===== src/rtl/core/bss_pkg.sv =====
package bss_pkg;

  localparam int CAPACITY_DEF = 256;
  localparam int VALUE_W      = 32;
  localparam int FUNC_W       = 2;
  localparam int MCOUNT_W     = 9;

  localparam logic [FUNC_W-1:0] FUNC_INSERT = 2'd0;
  localparam logic [FUNC_W-1:0] FUNC_DELETE = 2'd1;
  localparam logic [FUNC_W-1:0] FUNC_QUERY  = 2'd2;

  // Commands from the controller to the datapath.
  typedef struct packed {
    logic latch;
    logic scan;
    logic rd_last;
    logic move;
    logic apply;
    logic out_load;
  } cmd_t;

  // Status from the datapath to the controller.
  typedef struct packed {
    logic scan_done;
    logic del_hit;
    logic out_free;
  } status_t;

endpackage


===== src/rtl/core/bss_ctrl.sv =====
module bss_ctrl (
  input  logic             clk,
  input  logic             rst_n,
  input  logic             in_valid,
  output logic             in_stall,
  input  bss_pkg::status_t status,
  output bss_pkg::cmd_t    cmd
);

  typedef enum logic [5:0] {
    S_IDLE  = 6'b000001,
    S_SCAN  = 6'b000010,
    S_LAST  = 6'b000100,
    S_MOVE  = 6'b001000,
    S_APPLY = 6'b010000,
    S_DONE  = 6'b100000
  } state_t;

  state_t state_r, state_nxt;

  always_comb begin
    state_nxt = state_r;
    cmd       = '0;
    case (state_r)
      S_IDLE: begin
        if (in_valid) begin
          cmd.latch = 1'b1;
          state_nxt = S_SCAN;
        end
      end
      S_SCAN: begin
        cmd.scan = 1'b1;
        if (status.scan_done) begin
          state_nxt = status.del_hit ? S_LAST : S_APPLY;
        end
      end
      S_LAST: begin
        cmd.rd_last = 1'b1;
        state_nxt   = S_MOVE;
      end
      S_MOVE: begin
        cmd.move  = 1'b1;
        state_nxt = S_DONE;
      end
      S_APPLY: begin
        cmd.apply = 1'b1;
        state_nxt = S_DONE;
      end
      S_DONE: begin
        if (status.out_free) begin
          cmd.out_load = 1'b1;
          state_nxt    = S_IDLE;
        end
      end
      default: begin
        state_nxt = S_IDLE;
      end
    endcase
  end

  assign in_stall = (state_r != S_IDLE);

  always_ff @(posedge clk) begin
    if (!rst_n) begin
      state_r <= S_IDLE;
    end else begin
      state_r <= state_nxt;
    end
  end

endmodule


===== config.mk =====
export PLATFORM = sky130hd
export DESIGN_NAME = bss_ctrl
export DESIGN_NICKNAME = d
export VERILOG_FILES = /design/src/rtl/core/bss_pkg.sv /design/src/rtl/core/bss_ctrl.sv
export SDC_FILE = /design/constraint.sdc
export NUM_CORES = 1
export LEC_CHECK = 0
export BUFFER_PORTS_ARGS = -buffer_cell sky130_fd_sc_hd__buf_2
export CORE_AREA = 2 2 39 41
export DETAILED_ROUTE_END_ITERATION = 7
export DIE_AREA = 0 0 41 43
export PLACE_DENSITY = 0.53
export SLEW_MARGIN = 25
export SYNTH_ARGS = -nofsm -noshare
export SYNTH_HDL_FRONTEND = slang
export SYNTH_SLANG_ARGS = --single-unit

===== constraint.sdc =====
create_clock -name clk -period 3.7 [get_ports clk]
set_input_delay 0.555 -clock clk [delete_from_list [all_inputs] [get_ports clk]]
set_output_delay 0.555 -clock clk [all_outputs]
set_load 0.005 [all_outputs]

## After elaboration in Yosys (flattened, before gate mapping)

Index checks and enable logic that the tools add are counted.

- Muxes and demuxes: 13
- Reductions and logical operators: 2
- Equal/unequal tests: 10

Operators by type and width:

| cell | count |
|---|---|
| $pmux W6 S5 | 1 |
| $mux W6 | 3 |
| $mux W1 | 8 |
| $eq A6 B1 Y1 const B | 1 |
| $eq A6 B2 Y1 const B | 1 |
| $eq A6 B3 Y1 const B | 1 |
| $eq A6 B4 Y1 const B | 1 |
| $eq A6 B5 Y1 const B | 1 |
| $eq A6 B6 Y1 const B | 1 |
| $ne A2 B2 Y1 const B | 3 |
| $ne A6 B1 Y1 const B | 1 |
| $mux W5 | 1 |
| $reduce_and A3 Y1 | 1 |
| $reduce_or A2 Y1 | 1 |

- Bits of input ports: 6
- Output and inout bits: 7
- Word-level logic and storage cells: 26
- Register bits after elaboration: 6

## Longest topological paths before layout

Gate-level depths: netlist (run 1).

- Word-level depth: 3
- Gate-level depth with buffers: 5

## Least setup slack after synthesis (run 1)

No wires, ideal clock.

- Path kind: register -> output
- From: register state_r[1]
- To: output cmd[2] (netlist name)
- Arrival: 1,171 ps
- Cell stages (with the launch flop): 4
- Path buffers: 1
- Required time: 3,145 ps
- Slack: 1,974 ps
- Cells stage by stage: dfxtp_1 -> buf_6 -> or4_4 -> nor3b_1

RTL lines:

| element | RTL line | RTL |
|---|---|---|
| start: declaration | bss_ctrl.sv:19 | `state_t state_r, state_nxt;` |
| start signal: assignment | bss_ctrl.sv:67 | `state_r <= state_nxt;` |
| end: declaration | bss_ctrl.sv:7 | `output bss_pkg::cmd_t cmd` |

==> flow_summary.ini, run 1 <==
[placement]
gp_congestion = 0.6930
port_buffers = 12
placed_area_um2 = 465.4
dpl.hpwl_um = 586.2
dp_worst_setup_slack_ns = 1.866

[timing]
slew_violations = 0
setup_viol = 0
slew_headroom_pct = 74.89
tightest_slew_ns = 0.3762
fin_skew_ns = 0.005985
hold_viol_final = 0
clock.fmax_ghz = 0.4806
setup_ws_ns = 1.619
whs_ns = 0.4867
rsz0062_at_grt = false
fin_tns_setup_ns = 0
period_needed_ns = 2.081
period_share_pct = 56.23

[yosys]
syn-num-nets = 50
yosysUniqueCellTypes = 28
synth_xor_area_share_pct = 4.217
synthCells = 44
ys_async_sr_fraction_pct = 0
synth_mux_area_share_pct = 0
synth-edff-count = 0
yosys_register_bits = 6
synth.area.top_cells = dfxtp_1, nor3b_1, buf_6
synth_top_family_by_area = simple AND/OR/NAND/NOR gates
netlist_top_cells_count = dfxtp_1, nor3b_1
syn_area_um2 = 415.4
synth.largest_area_cell = dfxtp_1
yosysTopAreaCellShare_pct = 28.92
synthSimpleGateAreaFrac_pct = 46.69
yosys_warnings = 0
synthAdderAreaFrac_pct = 0
seq_area_frac_synth_pct = 28.92
syn_area_per_cell_um2 = 9.441
synth-compound-area-share_pct = 11.14
synth.most_common_cell = dfxtp_1
synth_flop_cell = dfxtp_1

[pwr]
power.total_uw = 176.3
peakVddDrop_v = 0.0002350
p_leak_nw = 0.2085
power.density_nw_per_um2 = 361.3

[layout]
final_nets = 64
drive_gt1_share_pct = 39.29
antenna_cells = 0
syn2layout_area_growth_pct = 17.47
top_register = state_r
largestRegisters = state_r (6)
largest_reg_flops = 6
finish.instance_area_um2 = 488.0

[setup_path]
critPathSlowestCell = or4_4
crit_buf_inv = 1
critPathLaunch = state_r[1]$_SDFFE_PN0P_
crit_chain = or4_4, nor3b_1, buf_2
slowest_delay_ns = 0.56
crit_fanout = 11
critPathTopFamily = simple AND/OR/NAND/NOR gates
r2r_cells = 3
cp-start-kind = register
r2r_slack_ns = 2.27
end_kind = output port
critPathKind = register to output port
cp.arrival_ns = 1.53
critPathRequiredTime_ns = 3.14
r2r-end = state_r[0]$_SDFFE_PN1P_
timing.rr.start = state_r[4]$_SDFFE_PN0P_

[route]
drt_iter0_markers = 7
drc = 0
drt_first_pass_iters = 5
wl_per_cell_um = 10.82
vias = 366
via_per_inst = 5.083
final_antenna_net_count = 0
drt-total-wl_um = 779

[global_route]
overflow = 0
grt_pass1_wl_mm = 1.400
grtUsageTotal_pct = 12.27
grt_pass1_vias = 318
antenna_found_initial = 0
grt_max_degree = 12

[floorplanning]
start_util_pct = 30.02
ios = 13
fp.dieW_um = 41
design.die.area_um2 = 1763
rows = 14
core_area_um2 = 1384
die_h_um = 43

[clocking]
clock_tree.buffer_depth = 2
hold_buffers = 0
cts.sinks = 6
cts-root-buf = clkbuf_4
path_clk_slew_ns = 0.05
cts_made_buffers = 3
clock_latency_ns = 0.25
cts-resized-gates = 0
ctsHtreeMaxLevel = 1
cts_setup_buffers = 0
cts_tree = yes

[worst_hold_path]
min_path_type = input port to register
hold_path_end = state_r[4]$_SDFFE_PN0P_
whs_path_depth = 2
hold_start = status[1]

[flow_run]
max-cap-violations = 0

[run_status]
outcome = finished, final reports clean
[cell families (layout without fill, tap and decap cells)]
kind of cell | after synthesis | after routing
flip-flops | 6 | 6
XOR/XNOR | 2 | 2
AND/OR/NAND/NOR | 24 | 24
buffers and inverters | 5 | 17
AO/OA/AOI/OAI | 7 | 7
[worst max-delay path by stage]
stage          endpoint  slack [ns]  cells after the start
6_report         cmd[2]        1.62                      3
5_1_grt          cmd[2]        1.54                      3
4_1_cts          cmd[2]        1.60                      3
3_5_place_dp     cmd[2]        1.87                      3
3_3_place_gp     cmd[2]        1.89                      3
2_1_floorplan    cmd[2]        1.97                      3
[through the flow]
step / util (%) / instances
after floorplan: - / 44
final: 35.26 / 72
after detailed placement: 33.63 / 69
after global placement: 33.63 / 69
after global routing: 35.26 / 72
after CTS: 35.26 / 72
[layout make-up]
type                            instances  area [um^2]
Fill cell                             146        895.9
Multi-Input combinational cell         33        257.7
Sequential cell                         6        120.1
Timing Repair Buffer                   12        60.06
Clock buffer                            3        22.52
Tap cell                               16        20.02
Inverter                                2        7.507
[routing by layer]
layer  up-vias  track usage, %  part of all wire, %
li1        187               -                    -
met1       169           16.18                   47
met2        10           15.00                   46
met3         0           7.853                  6.9
met4         0           6.000                    0
met5         -               0                    0
[cell usage in the layout, fill, tap and decap left out, types with 2 or more instances in the layout]
cell	count
a21oi_1	2
buf_2	12
clkbuf_4	3
dfxtp_1	6
inv_1	2
nand2_1	2
nor2_1	2
nor3_1	2
nor3_2	2
nor3b_1	4
or4b_1	2
[power breakdown]
part,internal [mW],switching [mW],leakage (nW)
clock network,0.0368,0.0249,0.0138
registers,0.0686,0.00840,0.0488
logic,0.0202,0.0174,0.146
total,0.126,0.0507,0.209
[worst register-to-register path: stages (launching register included)]
cell and delay, ns:
dfxtp_1 0.54, or4b_1 0.47, a211oi_1 0.23, o21bai_1 0.08
No activity file was read; power rests on OpenSTA's default activity.
==> inputs of run 2 (changes only) <==
ABC_AREA = 1   (was unset)
PLACE_DENSITY = 0.52   (was 0.53)
clock period = 1.75 ns   (was 3.7 ns; I/O delays follow)
==> flow_summary.ini, run 2 <==
[run_status]
outcome = finished, final reports clean

[yosys]
yosys_warnings = 0
ys_async_sr_fraction_pct = 0
synth.most_common_cell = inv_1
syn-num-nets = 64
synth.largest_area_cell = dfxtp_1
yosys_register_bits = 6
synth.area.top_cells = dfxtp_1, inv_1, nor2_1
yosysUniqueCellTypes = 15
syn_area_um2 = 379.1
netlist_top_cells_count = inv_1, nor2_1, nand3_1
synth-edff-count = 0
yosysTopAreaCellShare_pct = 31.68
syn_area_per_cell_um2 = 6.536
synth_flop_cell = dfxtp_1
seq_area_frac_synth_pct = 31.68
synthCells = 58

[global_route]
antenna_found_initial = 0
grtUsageTotal_pct = 11.24
grt_max_degree = 9
grt_pass1_wl_mm = 1.290
overflow = 0
grt_pass1_vias = 320

[layout]
multi_input_area_um2 = 198.9
largestRegisters = state_r (6)
n_fill_cell = 156
syn2layout_area_growth_pct = 27.06
final_common_cell = inv_1
final_nets = 81
layout_common_cells = inv_1, buf_2, nor2_1
seq_area_um2 = 120.1
drive_gt1_share_pct = 27.40
largest_reg_flops = 6
top_register = state_r
antenna_cells = 0

[timing]
setup_viol = 0
period_share_pct = 83.92
fin_tns_setup_ns = 0
clock.fmax_ghz = 0.6809
slew_violations = 0
tightest_slew_ns = 0.2927
slew_headroom_pct = 80.41
fin_skew_ns = 0.006516
whs_ns = 0.2595
setup_ws_ns = 0.2814
hold_viol_final = 0
rsz0062_at_grt = false
period_needed_ns = 1.469

[route]
drt_iter0_markers = 14
vias = 400
drt_first_pass_iters = 4
drt-total-wl_um = 830
final_antenna_net_count = 0
wl_per_cell_um = 9.326
drc = 0
via_per_inst = 4.494

[clocking]
clock_tree.buffer_depth = 2
path_clk_slew_ns = 0.05
cts_setup_buffers = 0
cts_made_buffers = 3
cts-root-buf = clkbuf_4
cts-resized-gates = 0
hold_buffers = 0
ctsHtreeMaxLevel = 1
clock_latency_ns = 0.25
cts.sinks = 6
cts_tree = yes

[floorplanning]
ios = 13
design.die.area_um2 = 1763
rows = 14
start_util_pct = 27.40
fp.dieW_um = 41
core_area_um2 = 1384
die_h_um = 43

[flow_run]
max-cap-violations = 0

[setup_path]
cp.arrival_ns = 1.21
critPathRequiredTime_ns = 1.49
end_kind = output port
crit_chain = nor2_1, nand3_1, inv_1, buf_2
crit_fanout = 5
cp-start-kind = register
critPathTopFamily = simple AND/OR/NAND/NOR gates
critPathKind = register to output port
critPathSlowestCell = dfxtp_1
crit_buf_inv = 2
slowest_delay_ns = 0.32

[placement]
dpl.hpwl_um = 662
dp_worst_setup_slack_ns = 0.5585
gp_congestion = 0.6671
port_buffers = 12

[pwr]
p_leak_nw = 0.2839
peakVddDrop_v = 0.0002622
power.density_nw_per_um2 = 718.2

[worst_hold_path]
min_path_type = input port to register
[run 2: cell count changes after synthesis, sizes merged, moves of 3 or more]
cell	change
nor2	+12
nand3	+8
nand4	+4
nor3b	-4
inv	+13
buf	-3
nand2	+3
[run 2: layout make-up]
cell class	count	share of cell area, %
clock buffer	3	4.675
timing repair buffer	12	12.47
multi-input combinational	36	41.30
tap	16	4.156
inverter	16	12.47
sequential	6	24.94
[run 2: worst paths after layout]
| path | start | to | slack (ns) | depth (start not counted) |
|---|---|---|---|---|
| min | status[1] | state_r[2]$_SDFFE_PN0P_ | 0.26 | 3 |
| max reg2reg | state_r[0]$_SDFFE_PN1P_ | state_r[2]$_SDFFE_PN0P_ | 0.58 | 4 |
| max | state_r[0]$_SDFFE_PN1P_ | cmd[3] | 0.28 | 4 |
| min reg2reg | state_r[0]$_SDFFE_PN1P_ | state_r[1]$_SDFFE_PN0P_ | 0.64 | 4 |
[run 2: cells by family after synthesis]
logic type | after synthesis | share of synthesized area [%]
DFF | 6 | 31.68
buffers and inverters | 16 | 15.84
and+or+nand+nor | 34 | 49.50
AOI/OAI and AO/OA | 2 | 2.970
[run 2: where the power goes]
group          total, mW  leakage, nW  internal, mW  switching (mW)
Sequential         0.148       0.0488         0.143         0.00519
Combinational     0.0645        0.221        0.0258          0.0387
Clock              0.133       0.0138        0.0779          0.0552
Total              0.346        0.284         0.247          0.0990
[run 2: worst reg2reg max path, stage by stage, from the launching register on]
cell and delay, ns:
dfxtp_1 0.32, nor2_1 0.26, nand4_1 0.22, nand3_1 0.18, nor3_1 0.06
[run 2: metal layers]
layer	global-route usage [%]	vias up	routed length [um]
met5	0	-	0
met4	10.00	0	18
met3	3.141	2	54
met2	14.69	18	394
met1	14.15	166	363
li1	-	214	-
[run 2: stage by stage]
step / std cells / utilization (%) / power (mW) / area [um^2]
detailed placement: 86 / 33.18 / 0.2158 / 459.2
CTS: 89 / 34.81 / 0.3502 / 481.7
global route: 89 / 34.81 / 0.3661 / 481.7
global placement: 86 / 33.18 / 0.2151 / 459.2
finish: 89 / 34.81 / 0.3460 / 481.7
floorplan: 58 / - / 0.1936 / 379.1
==> inputs of run 3 (changes only) <==
ABC_AREA = 0   (was 1)
PLACE_DENSITY = 0.53   (was 0.52)
clock period = 1.42 ns   (was 1.75 ns; I/O delays follow)
==> flow_summary.ini, run 3 (synthesis gave the netlist of run 1 again) <==
[floorplanning]
design.die.area_um2 = 1763
ios = 13
die_h_um = 43
core_area_um2 = 1384
start_util_pct = 30.02
fp.dieW_um = 41
rows = 14

[layout]
post-route-util_pct = 44.21
drive_gt1_share_pct = 60.29
finish.instance_area_um2 = 611.8
final_nets = 76
largest_reg_flops = 6
layout_common_cells = buf_2, buf_4
top_register = state_r
n_fill_cell = 154
final_common_cell = buf_2
syn2layout_area_growth_pct = 47.29
antenna_cells = 0
largestRegisters = state_r (6)

[clocking]
ctsHtreeMaxLevel = 1
cts_tree = yes
clock_latency_ns = 0.25
cts_made_buffers = 3
path_clk_slew_ns = 0.05
cts-root-buf = clkbuf_4
cts.sinks = 6
clock_tree.buffer_depth = 2

[timing]
hold_viol_final = 0
slew_violations = 0
slew_headroom_pct = 83.13
period_share_pct = 114.2
fin_skew_ns = 0.009176
setup_ws_ns = -0.2021
rsz0062_at_grt = true
tightest_slew_ns = 0.2495
clock.fmax_ghz = 0.6165
setup_viol = 11
period_needed_ns = 1.622
fin_tns_setup_ns = -1.338

[route]
drt_first_pass_iters = 4
drc = 0
vias = 420
via_per_inst = 5.000
drt_iter0_markers = 3
wl_per_cell_um = 11.33
final_antenna_net_count = 0
drt-total-wl_um = 952

[setup_path]
crit_end = cmd[3]
critPathSlowestCell = or4b_1
end_kind = output port
cp.arrival_ns = 1.41
critPathRequiredTime_ns = 1.21
cp-start-kind = register
slowest_delay_ns = 0.53
crit_chain = or4b_1, nor3_2, buf_2
timing.rr.start = state_r[1]$_SDFFE_PN0P_
critPathLaunch = state_r[5]$_SDFFE_PN0P_
critPathKind = register to output port
r2r_cells = 6
r2r_slack_ns = -0.07
r2r-end = state_r[0]$_SDFFE_PN1P_
crit_fanout = 5

[placement]
placed_area_um2 = 540.5
gp_congestion = 0.7712
dp_worst_setup_slack_ns = -0.02746
port_buffers = 12
dpl.hpwl_um = 732.7

[global_route]
antenna_found_initial = 0
overflow = 0
grt_pass1_vias = 413
grtUsageTotal_pct = 14.84
grt_max_degree = 8
grt_pass1_wl_mm = 1.725

[worst_hold_path]
min_path_type = input port to register

[flow_run]
max-cap-violations = 0

[pwr]
peakVddDrop_v = 0.0007211
p_leak_nw = 0.2770
power.density_nw_per_um2 = 834.6

[run_status]
outcome = finished, violations left
violations = negative setup slack
==> run 3: changes by cell type in the layout (fill, tap and decap cells not counted), moves of 4 or more <==
cell | previous run | this run
buf_4 | 0 | 11
inv_1 | 15 | 2
nand3_1 | 7 | 0
nand4_1 | 4 | 0
nor2_1 | 11 | 2
==> run 3: where the power goes <==
part           internal (mW)  switching (mW)
registers              0.181          0.0117
clock network         0.0955          0.0594
logic                 0.0906          0.0724
total                  0.367           0.144
==> run 3: layout make-up <==
type / instances / area [um^2] / share of cell area, %
Multi-Input combinational cell: 33 / 284.0 / 46.42
Timing Repair Buffer: 24 / 153.9 / 25.15
Sequential cell: 6 / 123.9 / 20.25
Clock buffer: 3 / 22.52 / 3.681
Tap cell: 16 / 20.02 / 3.272
Inverter: 2 / 7.507 / 1.227
==> run 3: timing repair <==
item,CTS,global route
resized for setup,7,3
setup buffers,2,0
setup endpoints to repair,12,13
hold buffers,0,0
pin swaps,5,5
==> run 3: per-layer routing <==
layer	GRT usage (%)	vias up	share of wire (%)
li1	-	210	-
met1	18.59	200	43
met2	20.63	8	52
met3	6.283	2	4.0
met4	8.000	0	1.1
met5	0	-	0
==> run 3: critical path: cells and delay by family (launching register included) <==
family	cells	cell delay, ns
buffers and inverters	1	0.14
and+or+nand+nor	2	0.67
DFF	1	0.34
==> run 3: worst min path at each step <==
| stage | start | end | slack, ns | cells past startpoint |
|---|---|---|---|---|
| 4_1_cts | status[1] | state_r[4]$_SDFFE_PN0P_ | 0.15 | 2 |
| 3_3_place_gp | status[1] | state_r[4]$_SDFFE_PN0P_ | 0.39 | 2 |
| 6_report | status[1] | state_r[4]$_SDFFE_PN0P_ | 0.15 | 2 |
| 5_1_grt | status[1] | state_r[4]$_SDFFE_PN0P_ | 0.16 | 2 |
| 2_1_floorplan | status[1] | state_r[4]$_SDFFE_PN0P_ | 0.29 | 1 |
| 3_5_place_dp | status[1] | state_r[4]$_SDFFE_PN0P_ | 0.40 | 2 |
==> run 3: per-stage QoR <==
step | total power [mW] | instances | hold slack (ns)
CTS | 0.5127 | 84 | 0.1476
detailed placement | 0.3353 | 79 | 0.4006
global route | 0.5446 | 84 | 0.1575
global placement | 0.3340 | 79 | 0.3926
finish | 0.5106 | 84 | 0.1539
floorplan | 0.2754 | 44 | 0.2911
